### src/rtl/bdq_pkg.sv
// ============================================================================
// bdq_pkg
// Shared types and constants for the bounded double-ended queue: operation
// and status codes, beat payload structs and controller commands.
// ============================================================================
package bdq_pkg;

    // Default configuration
    localparam int DEPTH_DEF      = 16;
    localparam int DATA_WIDTH_DEF = 32;

    // Fixed payload field widths
    localparam int VALUE_W  = 32;
    localparam int STATUS_W = 2;
    localparam int COUNT_W  = 5;

    typedef enum logic [1:0] {
        OP_PUSH_FRONT = 2'd0,
        OP_PUSH_BACK  = 2'd1,
        OP_POP_FRONT  = 2'd2,
        OP_POP_BACK   = 2'd3
    } op_t;

    typedef enum logic [STATUS_W-1:0] {
        ST_OK    = 2'd0,
        ST_EMPTY = 2'd1,
        ST_FULL  = 2'd2
    } status_t;

    typedef struct packed {
        op_t                operation;
        logic [VALUE_W-1:0] value;
    } req_t;

    typedef struct packed {
        logic [VALUE_W-1:0] popped_value;
        status_t            status;
        logic [COUNT_W-1:0] count;
    } rsp_t;

    // Controller to datapath commands
    typedef struct packed {
        logic capture;  // latch the request beat
        logic exec;     // update indices, write or read the entry store
        logic load;     // load the response register
    } cmd_t;

endpackage

### src/rtl/bdq_ctrl.sv
// ============================================================================
// bdq_ctrl
// Sequencer for the deque: takes one request, steps it through execute and
// response load, and owns the response valid flag.
// ============================================================================
module bdq_ctrl (
    input  logic          clk,
    input  logic          rst_n,
    input  logic          req_valid,
    output logic          req_stall,
    output logic          rsp_valid,
    input  logic          rsp_stall,
    output bdq_pkg::cmd_t cmd
);
    import bdq_pkg::*;

    typedef enum logic [1:0] {
        S_IDLE,
        S_EXEC,
        S_LOAD
    } state_t;

    state_t state_reg;
    state_t state_next;
    logic   rsp_valid_reg;
    logic   rsp_valid_next;
    logic   slot_free;

    // response register can take a new beat this cycle
    assign slot_free = !rsp_valid_reg || !rsp_stall;

    // commands and next state
    always_comb
    begin
        cmd            = '0;
        state_next     = state_reg;
        rsp_valid_next = rsp_valid_reg && rsp_stall;
        case (state_reg)
            S_IDLE:
            begin
                if (req_valid)
                begin
                    cmd.capture = 1'b1;
                    state_next  = S_EXEC;
                end
            end
            S_EXEC:
            begin
                cmd.exec   = 1'b1;
                state_next = S_LOAD;
            end
            S_LOAD:
            begin
                if (slot_free)
                begin
                    cmd.load       = 1'b1;
                    rsp_valid_next = 1'b1;
                    state_next     = S_IDLE;
                end
            end
            default:
            begin
                state_next = S_IDLE;
            end
        endcase
    end

    // state and response valid
    always_ff @(posedge clk or negedge rst_n)
    begin
        if (!rst_n)
        begin
            state_reg     <= S_IDLE;
            rsp_valid_reg <= 1'b0;
        end
        else
        begin
            state_reg     <= state_next;
            rsp_valid_reg <= rsp_valid_next;
        end
    end

    assign req_stall = (state_reg != S_IDLE);
    assign rsp_valid = rsp_valid_reg;

endmodule

### src/rtl/bdq_dp.sv
// ============================================================================
// bdq_dp
// Datapath for the deque: request latch, ring indices, entry count, entry
// store with registered read, and the response register.
// ============================================================================
module bdq_dp #(
    parameter int DEPTH      = bdq_pkg::DEPTH_DEF,
    parameter int DATA_WIDTH = bdq_pkg::DATA_WIDTH_DEF
) (
    input  logic          clk,
    input  logic          rst_n,
    input  bdq_pkg::cmd_t cmd,
    input  bdq_pkg::req_t req,
    output bdq_pkg::rsp_t rsp
);
    import bdq_pkg::*;

    localparam int IDX_W = $clog2(DEPTH);
    localparam int CNT_W = $clog2(DEPTH + 1);
    localparam logic [IDX_W-1:0] LAST_SLOT = IDX_W'(DEPTH - 1);
    localparam logic [CNT_W-1:0] FULL_CNT  = CNT_W'(DEPTH);

    logic [DATA_WIDTH-1:0] store [DEPTH];

    op_t                   op_reg;
    logic [DATA_WIDTH-1:0] val_reg;
    logic [IDX_W-1:0]      front_reg;
    logic [IDX_W-1:0]      back_reg;
    logic [CNT_W-1:0]      count_reg;
    logic [DATA_WIDTH-1:0] rd_data_reg;
    logic                  pop_ok_reg;
    status_t               status_reg;
    rsp_t                  rsp_reg;

    logic [VALUE_W+DATA_WIDTH-1:0] val_ext;
    logic [VALUE_W+DATA_WIDTH-1:0] rd_ext;
    logic [COUNT_W+CNT_W-1:0]      cnt_ext;
    logic [IDX_W-1:0]              front_prev;
    logic [IDX_W-1:0]              front_succ;
    logic [IDX_W-1:0]              back_prev;
    logic [IDX_W-1:0]              back_succ;
    logic                          is_push;
    logic                          empty;
    logic                          full;
    logic                          do_write;
    logic                          do_pop;
    logic [IDX_W-1:0]              wr_addr;
    logic [IDX_W-1:0]              rd_addr;

    // width adaption of the fixed-width fields
    assign val_ext = {{DATA_WIDTH{1'b0}}, req.value};
    assign rd_ext  = {{VALUE_W{1'b0}}, rd_data_reg};
    assign cnt_ext = {{COUNT_W{1'b0}}, count_reg};

    // ring index neighbors, wrapping at DEPTH
    assign front_prev = (front_reg == '0) ? LAST_SLOT : front_reg - 1'b1;
    assign front_succ = (front_reg == LAST_SLOT) ? '0 : front_reg + 1'b1;
    assign back_prev  = (back_reg == '0) ? LAST_SLOT : back_reg - 1'b1;
    assign back_succ  = (back_reg == LAST_SLOT) ? '0 : back_reg + 1'b1;

    // operation decode
    assign is_push  = (op_reg == OP_PUSH_FRONT) || (op_reg == OP_PUSH_BACK);
    assign empty    = (count_reg == '0);
    assign full     = (count_reg == FULL_CNT);
    assign do_write = is_push && !full;
    assign do_pop   = !is_push && !empty;
    assign wr_addr  = (op_reg == OP_PUSH_FRONT) ? front_prev : back_reg;
    assign rd_addr  = (op_reg == OP_POP_FRONT) ? front_reg : back_prev;

    // request latch
    always_ff @(posedge clk)
    begin
        if (cmd.capture)
        begin
            op_reg  <= req.operation;
            val_reg <= val_ext[DATA_WIDTH-1:0];
        end
    end

    // ring indices and count
    always_ff @(posedge clk or negedge rst_n)
    begin
        if (!rst_n)
        begin
            front_reg <= '0;
            back_reg  <= '0;
            count_reg <= '0;
        end
        else if (cmd.exec)
        begin
            case (op_reg)
                OP_PUSH_FRONT:
                begin
                    if (!full)
                    begin
                        front_reg <= front_prev;
                        count_reg <= count_reg + 1'b1;
                    end
                end
                OP_PUSH_BACK:
                begin
                    if (!full)
                    begin
                        back_reg  <= back_succ;
                        count_reg <= count_reg + 1'b1;
                    end
                end
                OP_POP_FRONT:
                begin
                    if (!empty)
                    begin
                        front_reg <= front_succ;
                        count_reg <= count_reg - 1'b1;
                    end
                end
                OP_POP_BACK:
                begin
                    if (!empty)
                    begin
                        back_reg  <= back_prev;
                        count_reg <= count_reg - 1'b1;
                    end
                end
                default:
                begin
                    count_reg <= count_reg;
                end
            endcase
        end
    end

    // entry store: one write port, registered read
    always_ff @(posedge clk)
    begin
        if (cmd.exec && do_write)
        begin
            store[wr_addr] <= val_reg;
        end
        if (cmd.exec)
        begin
            rd_data_reg <= store[rd_addr];
        end
    end

    // outcome of the execute step
    always_ff @(posedge clk)
    begin
        if (cmd.exec)
        begin
            pop_ok_reg <= do_pop;
            if (is_push && full)
            begin
                status_reg <= ST_FULL;
            end
            else if (!is_push && empty)
            begin
                status_reg <= ST_EMPTY;
            end
            else
            begin
                status_reg <= ST_OK;
            end
        end
    end

    // response register
    always_ff @(posedge clk)
    begin
        if (cmd.load)
        begin
            rsp_reg.popped_value <= pop_ok_reg ? rd_ext[VALUE_W-1:0] : '0;
            rsp_reg.status       <= status_reg;
            rsp_reg.count        <= cnt_ext[COUNT_W-1:0];
        end
    end

    assign rsp = rsp_reg;

endmodule

### src/rtl/bounded_deque.sv
// Sequencing: a request beat is latched in the capture step, applied to the
// indices and entry store in the execute step and put into the response
// register in the load step, which waits while the previous response is
// held by rsp_stall. No new request is taken until the load step is done,
// so only one request is in flight at a time.
// Reset: asynchronous, active low; indices and count clear to an empty
// queue, entry store contents stay undefined until written.
// ============================================================================
// bounded_deque
// Fixed-depth double-ended queue on a ring buffer: push or pop at either
// end, one response beat per request with popped word, status and count.
// ============================================================================
module bounded_deque #(
    parameter int DEPTH      = bdq_pkg::DEPTH_DEF,
    parameter int DATA_WIDTH = bdq_pkg::DATA_WIDTH_DEF
) (
    input  logic          clk,
    input  logic          rst_n,
    input  logic          req_valid,
    output logic          req_stall,
    input  bdq_pkg::req_t req,
    output logic          rsp_valid,
    input  logic          rsp_stall,
    output bdq_pkg::rsp_t rsp
);
    import bdq_pkg::*;

    cmd_t cmd;

    // sequencer
    bdq_ctrl u_ctrl (
        .clk       (clk),
        .rst_n     (rst_n),
        .req_valid (req_valid),
        .req_stall (req_stall),
        .rsp_valid (rsp_valid),
        .rsp_stall (rsp_stall),
        .cmd       (cmd)
    );

    // storage and index logic
    bdq_dp #(
        .DEPTH      (DEPTH),
        .DATA_WIDTH (DATA_WIDTH)
    ) u_dp (
        .clk   (clk),
        .rst_n (rst_n),
        .cmd   (cmd),
        .req   (req),
        .rsp   (rsp)
    );

    // one request in flight at a time
    a_one_in_flight: assert property (@(posedge clk) disable iff (!rst_n)
        (req_valid && !req_stall) |=> req_stall)
        else $error("request accepted while another is in flight");

    // a held response is never overwritten
    a_no_overwrite: assert property (@(posedge clk) disable iff (!rst_n)
        (cmd.load && rsp_valid) |-> !rsp_stall)
        else $error("response register loaded while stalled");

    // full push reports a full count
    a_full_count: assert property (@(posedge clk) disable iff (!rst_n)
        (rsp_valid && rsp.status == ST_FULL) |-> (rsp.count == COUNT_W'(DEPTH)))
        else $error("push on full with count below depth");

    // empty pop reports zero word and zero count
    a_empty_pop: assert property (@(posedge clk) disable iff (!rst_n)
        (rsp_valid && rsp.status == ST_EMPTY) |->
        (rsp.count == '0 && rsp.popped_value == '0))
        else $error("pop on empty with nonzero word or count");

endmodule

### config.mk
export PLATFORM = sky130hd
export DESIGN_NAME = bounded_deque
export DESIGN_NICKNAME = d
export VERILOG_FILES = /design/src/rtl/bdq_pkg.sv /design/src/rtl/bdq_ctrl.sv /design/src/rtl/bdq_dp.sv /design/src/rtl/bounded_deque.sv
export SDC_FILE = /design/constraint.sdc
export NUM_CORES = 1
export LEC_CHECK = 0
export ABC_CLOCK_PERIOD_IN_PS = 10800
export BUFFER_PORTS_ARGS = -buffer_cell sky130_fd_sc_hd__buf_2
export CAP_MARGIN = 20
export CORE_UTILIZATION = 30
export CTS_CLUSTER_DIAMETER = 100
export CTS_CLUSTER_SIZE = 25
export DETAILED_ROUTE_END_ITERATION = 10
export MAX_ROUTING_LAYER = met4
export REMOVE_ABC_BUFFERS = 1
export SYNTH_ARGS = -nofsm -noshare
export SYNTH_HDL_FRONTEND = slang
export SYNTH_SLANG_ARGS = --single-unit
### constraint.sdc
create_clock -name clk -period 10.8 [get_ports clk]
set_input_delay 0.54 -clock clk [delete_from_list [all_inputs] [get_ports clk]]
set_output_delay 0.54 -clock clk [all_outputs]
set_load 0.02 [all_outputs]
==> results by group <==
Die
  – DIE AREA: roughly 0.085 mm2
  – I/O pin cnt: 79
  – Die H: 291 um
  – Floorplan die width: approximately 290 um
  – Core area: about 0.08 mm2
  – Row cnt: between 100 and 150
  – Initial Util: a little under a third

Clocking
  – TritonCTS clock tree: built
  – Clock slew seen by the registers of the worst setup and hold paths: ~0.10 ns
  – Total clock buffers created by CTS: 30
  – Clock tree buffer depth: 3
  – Sink Count: 636
  – Worst skew pair latency: ~0.61 ns
  – H-tree depth: 1
  – Root Driver: clkbuf_16
  – Post-CTS sizing: 0

Setup path
  – Critical Path End Type: flop
  – CP cell instances: nor2b_1 > mux2i_4 > buf_4 > buf_12 > nor2_2 > buf_4 > a222oi_1 > mux2_2
  – Critical Path Stages: 8
  – CP dominant cell by count: buf_4
  – Slowest stage cell, crit path: edfxtp_1
  – Worst Setup SP: u_dp.op_reg[1]
  – Crit path launch type: flop
  – CP peak stage delay: 0.73 ns
  – Cell family with most CP delay: buffers and inverters
  – R2r setup slk: ~6.3 ns
  – Setup CP Type: reg -> reg
  – Crit path max fanout: ~120
  – RR Startpoint: u_dp.op_reg[1]
  – Critical path arrival: 4.96 ns
  – Worst Path Required: 11.28 ns
  – Worst path bufs/invs: 3
  – R2R depth: 8
  – R2R Path End: u_dp.rd_data_reg[14]

Yosys
  – Seq/Total Area, Yosys: about three quarters
  – Most frequent cell after synthesis: edfxtp_1
  – Flop and latch count out of synthesis: 636
  – EDFF count, synth: a little over 600
  – Ys Warns: 0
  – Synth unique cells: between 40 and 50
  – Post-synthesis cell area: around 0.025 mm2
  – Average size of a mapped cell: ~19 um2
  – Synth Flop Type: edfxtp_1
  – Largest cells by area after synthesis: edfxtp_1, mux2i_1, mux2_2
  – Cells after Synth: around 1300
  – Yosys top cell by area: edfxtp_1
  – Top-area cell type share of the netlist area: 74.3%
  – Asr flop ratio synth: under 10%
  – Post-synth top cells: edfxtp_1, mux2i_1, mux2_2

Route
  – WL/cell: 21.5 um
  – Vias: around 12000
  – Routed Antenna Nets: 0
  – Vias per cell: ~4.8
  – Total Wirelength: 54000 um
  – Drt drc: 0
  – Iter 0 DRT Violations: roughly 1100
  – Pre-antenna DRT Iters: 5

Cells and area
  – Largest register FFs: 512
  – Area growth syn-to-layout: 10.8%
  – Layout cells sized above 1: 17.9%
  – Multi-input logic area: 0.00584 mm2
  – Nets: approximately 1500
  – Fin util: 33.7%
  – Non-Filler Instances: 2510
  – Post-route cell area: about 0.028 mm2
  – Register Area: around 0.019 mm2
  – Fillers: between 7000 and 8000

STA
  – Relative slew margins: between 30% and 40%
  – Worst Tran Pin Value: slightly below 1 ns
  – RSZ-0062 raised after global routing: no
  – Slew Viols, Final: 0
  – Final Setup Violations: 0
  – Clk_skew: 0.0178 ns
  – Fmax: ~220 MHz
  – Hold Fails Final Rpt: 0
  – Final worst path period share: 41.4%
  – Min Tclk post-route: 4.47 ns

Global route
  – Tot GR Track Use: 12.9%
  – Global route overflow: 0
  – Initial antenna violation count: 3
  – First-pass GRT wire length: 79900 um
  – Largest net degree at the start of global routing: around 130
  – Number of global-route vias before repair: about 12000

Placed design
  – Port bufs: around 80
  – Hpwl dp: approximately 29000 um
  – Inst Count DP: approximately 2500
  – Placer congestion estimate: 0.733
  – DP Area: ~0.027 mm2

Pwr
  – P_leak: about 9.5 nW
  – Power Total: about 7.2 mW
  – Max VDD drop: roughly 0.00030 V
  – PD cells: approximately 260 mW/mm2

Hold path
  – Hold path depth: 1
  – Min-Delay Path Class: in -> reg
  – Hold_sp: req[7]
  – Hold EP: u_dp.val_reg[7]

Job
  – Max-cap violations: 0

Run status
  – Status: complete, no violations
[layer usage]
layer | track usage, % | vias to the layer above | part of all wire, %
li1 | - | 5421 | -
met1 | 17.8 | 6158 | 46
met2 | 20.9 | 301 | 48
met3 | 1.51 | 64 | 4.4
met4 | 2.19 | 0 | 1.6
met5 | - | - | 0
[how the worst max path moves through the flow]
stage	slack, ns	endpoint
after floorplan	-4.14	u_dp.rd_data_reg[0]
after global placement	6.42	u_dp.rd_data_reg[26]
after detailed placement	6.39	u_dp.rd_data_reg[14]
after CTS	6.35	u_dp.rd_data_reg[14]
after global routing	6.05	u_dp.rd_data_reg[31]
final	6.33	u_dp.rd_data_reg[14]
[through the flow]
stage / hold slack (ns) / TNS [ns] / setup slack, ns
4_1_cts: 0.0555 / 0 / 6.35
2_1_floorplan: 0.244 / -130.44 / -4.14
6_report: 0.0932 / 0 / 6.33
3_3_place_gp: 0.412 / 0 / 6.42
5_1_grt: 0.0595 / 0 / 6.05
3_5_place_dp: 0.428 / 0 / 6.39
[cells by family after synthesis]
kind of cell               synth area share [%]
DFF                                        75.9
muxes                                      16.9
and+or+nand+nor                            2.41
AOI/OAI and AO/OA                          2.49
buffers and inverters                      1.48
xor gates and xnor gates                  0.385
adders and majority gates                 0.430
[cell type report]
class	count	area share, %
diodes	1	0.00901
clock buffers	41	2.93
clock inverters	6	0.185
inverters	12	0.162
multi-input cells	635	21.1
flip-flops and latches	636	68.5
well taps	1070	4.82
repair buffers	109	2.34
[placed cells by master (no fill, tap or decap), types with 2 or more instances in the layout]
cell	synthesis	layout
and2_1	32	32
mux2_1	3	3
a2111oi_0	4	4
o21bai_1	2	2
clkbuf_16	0	31
or4_1	3	3
nand2_1	34	34
mux2i_4	1	2
mux2_2	88	88
mux2i_1	318	317
ha_1	7	7
inv_1	12	11
nor2_1	31	13
a311o_1	3	3
xnor2_1	7	7
edfxtp_1	620	620
buf_4	10	28
a21o_1	3	3
xor2_1	4	4
clkinv_1	0	2
a222oi_1	28	28
o211ai_1	4	4
dfrtp_1	16	16
buf_2	29	78
nor2_2	1	2
nor3_1	9	9
nor2_4	0	17
a31oi_1	5	4
a41oi_1	2	2
o21ai_0	15	15
nand2b_1	4	4
a21oi_1	14	13
clkbuf_1	21	10
buf_12	0	2
[power by group]
part	switching, mW	leakage (nW)	internal, mW	total, mW
Clock	0.743	0.415	0.534	1.28
Combinational	1.49	3.25	1.21	2.70
Sequential	0.162	5.81	3.04	3.20
[repair_timing]
action                    4_1_cts  5_1_grt
hold buffers                    1        0
hold endpoints to repair       16        0
setup buffers                   0        0
No activity file was read; power rests on OpenSTA's default activity.
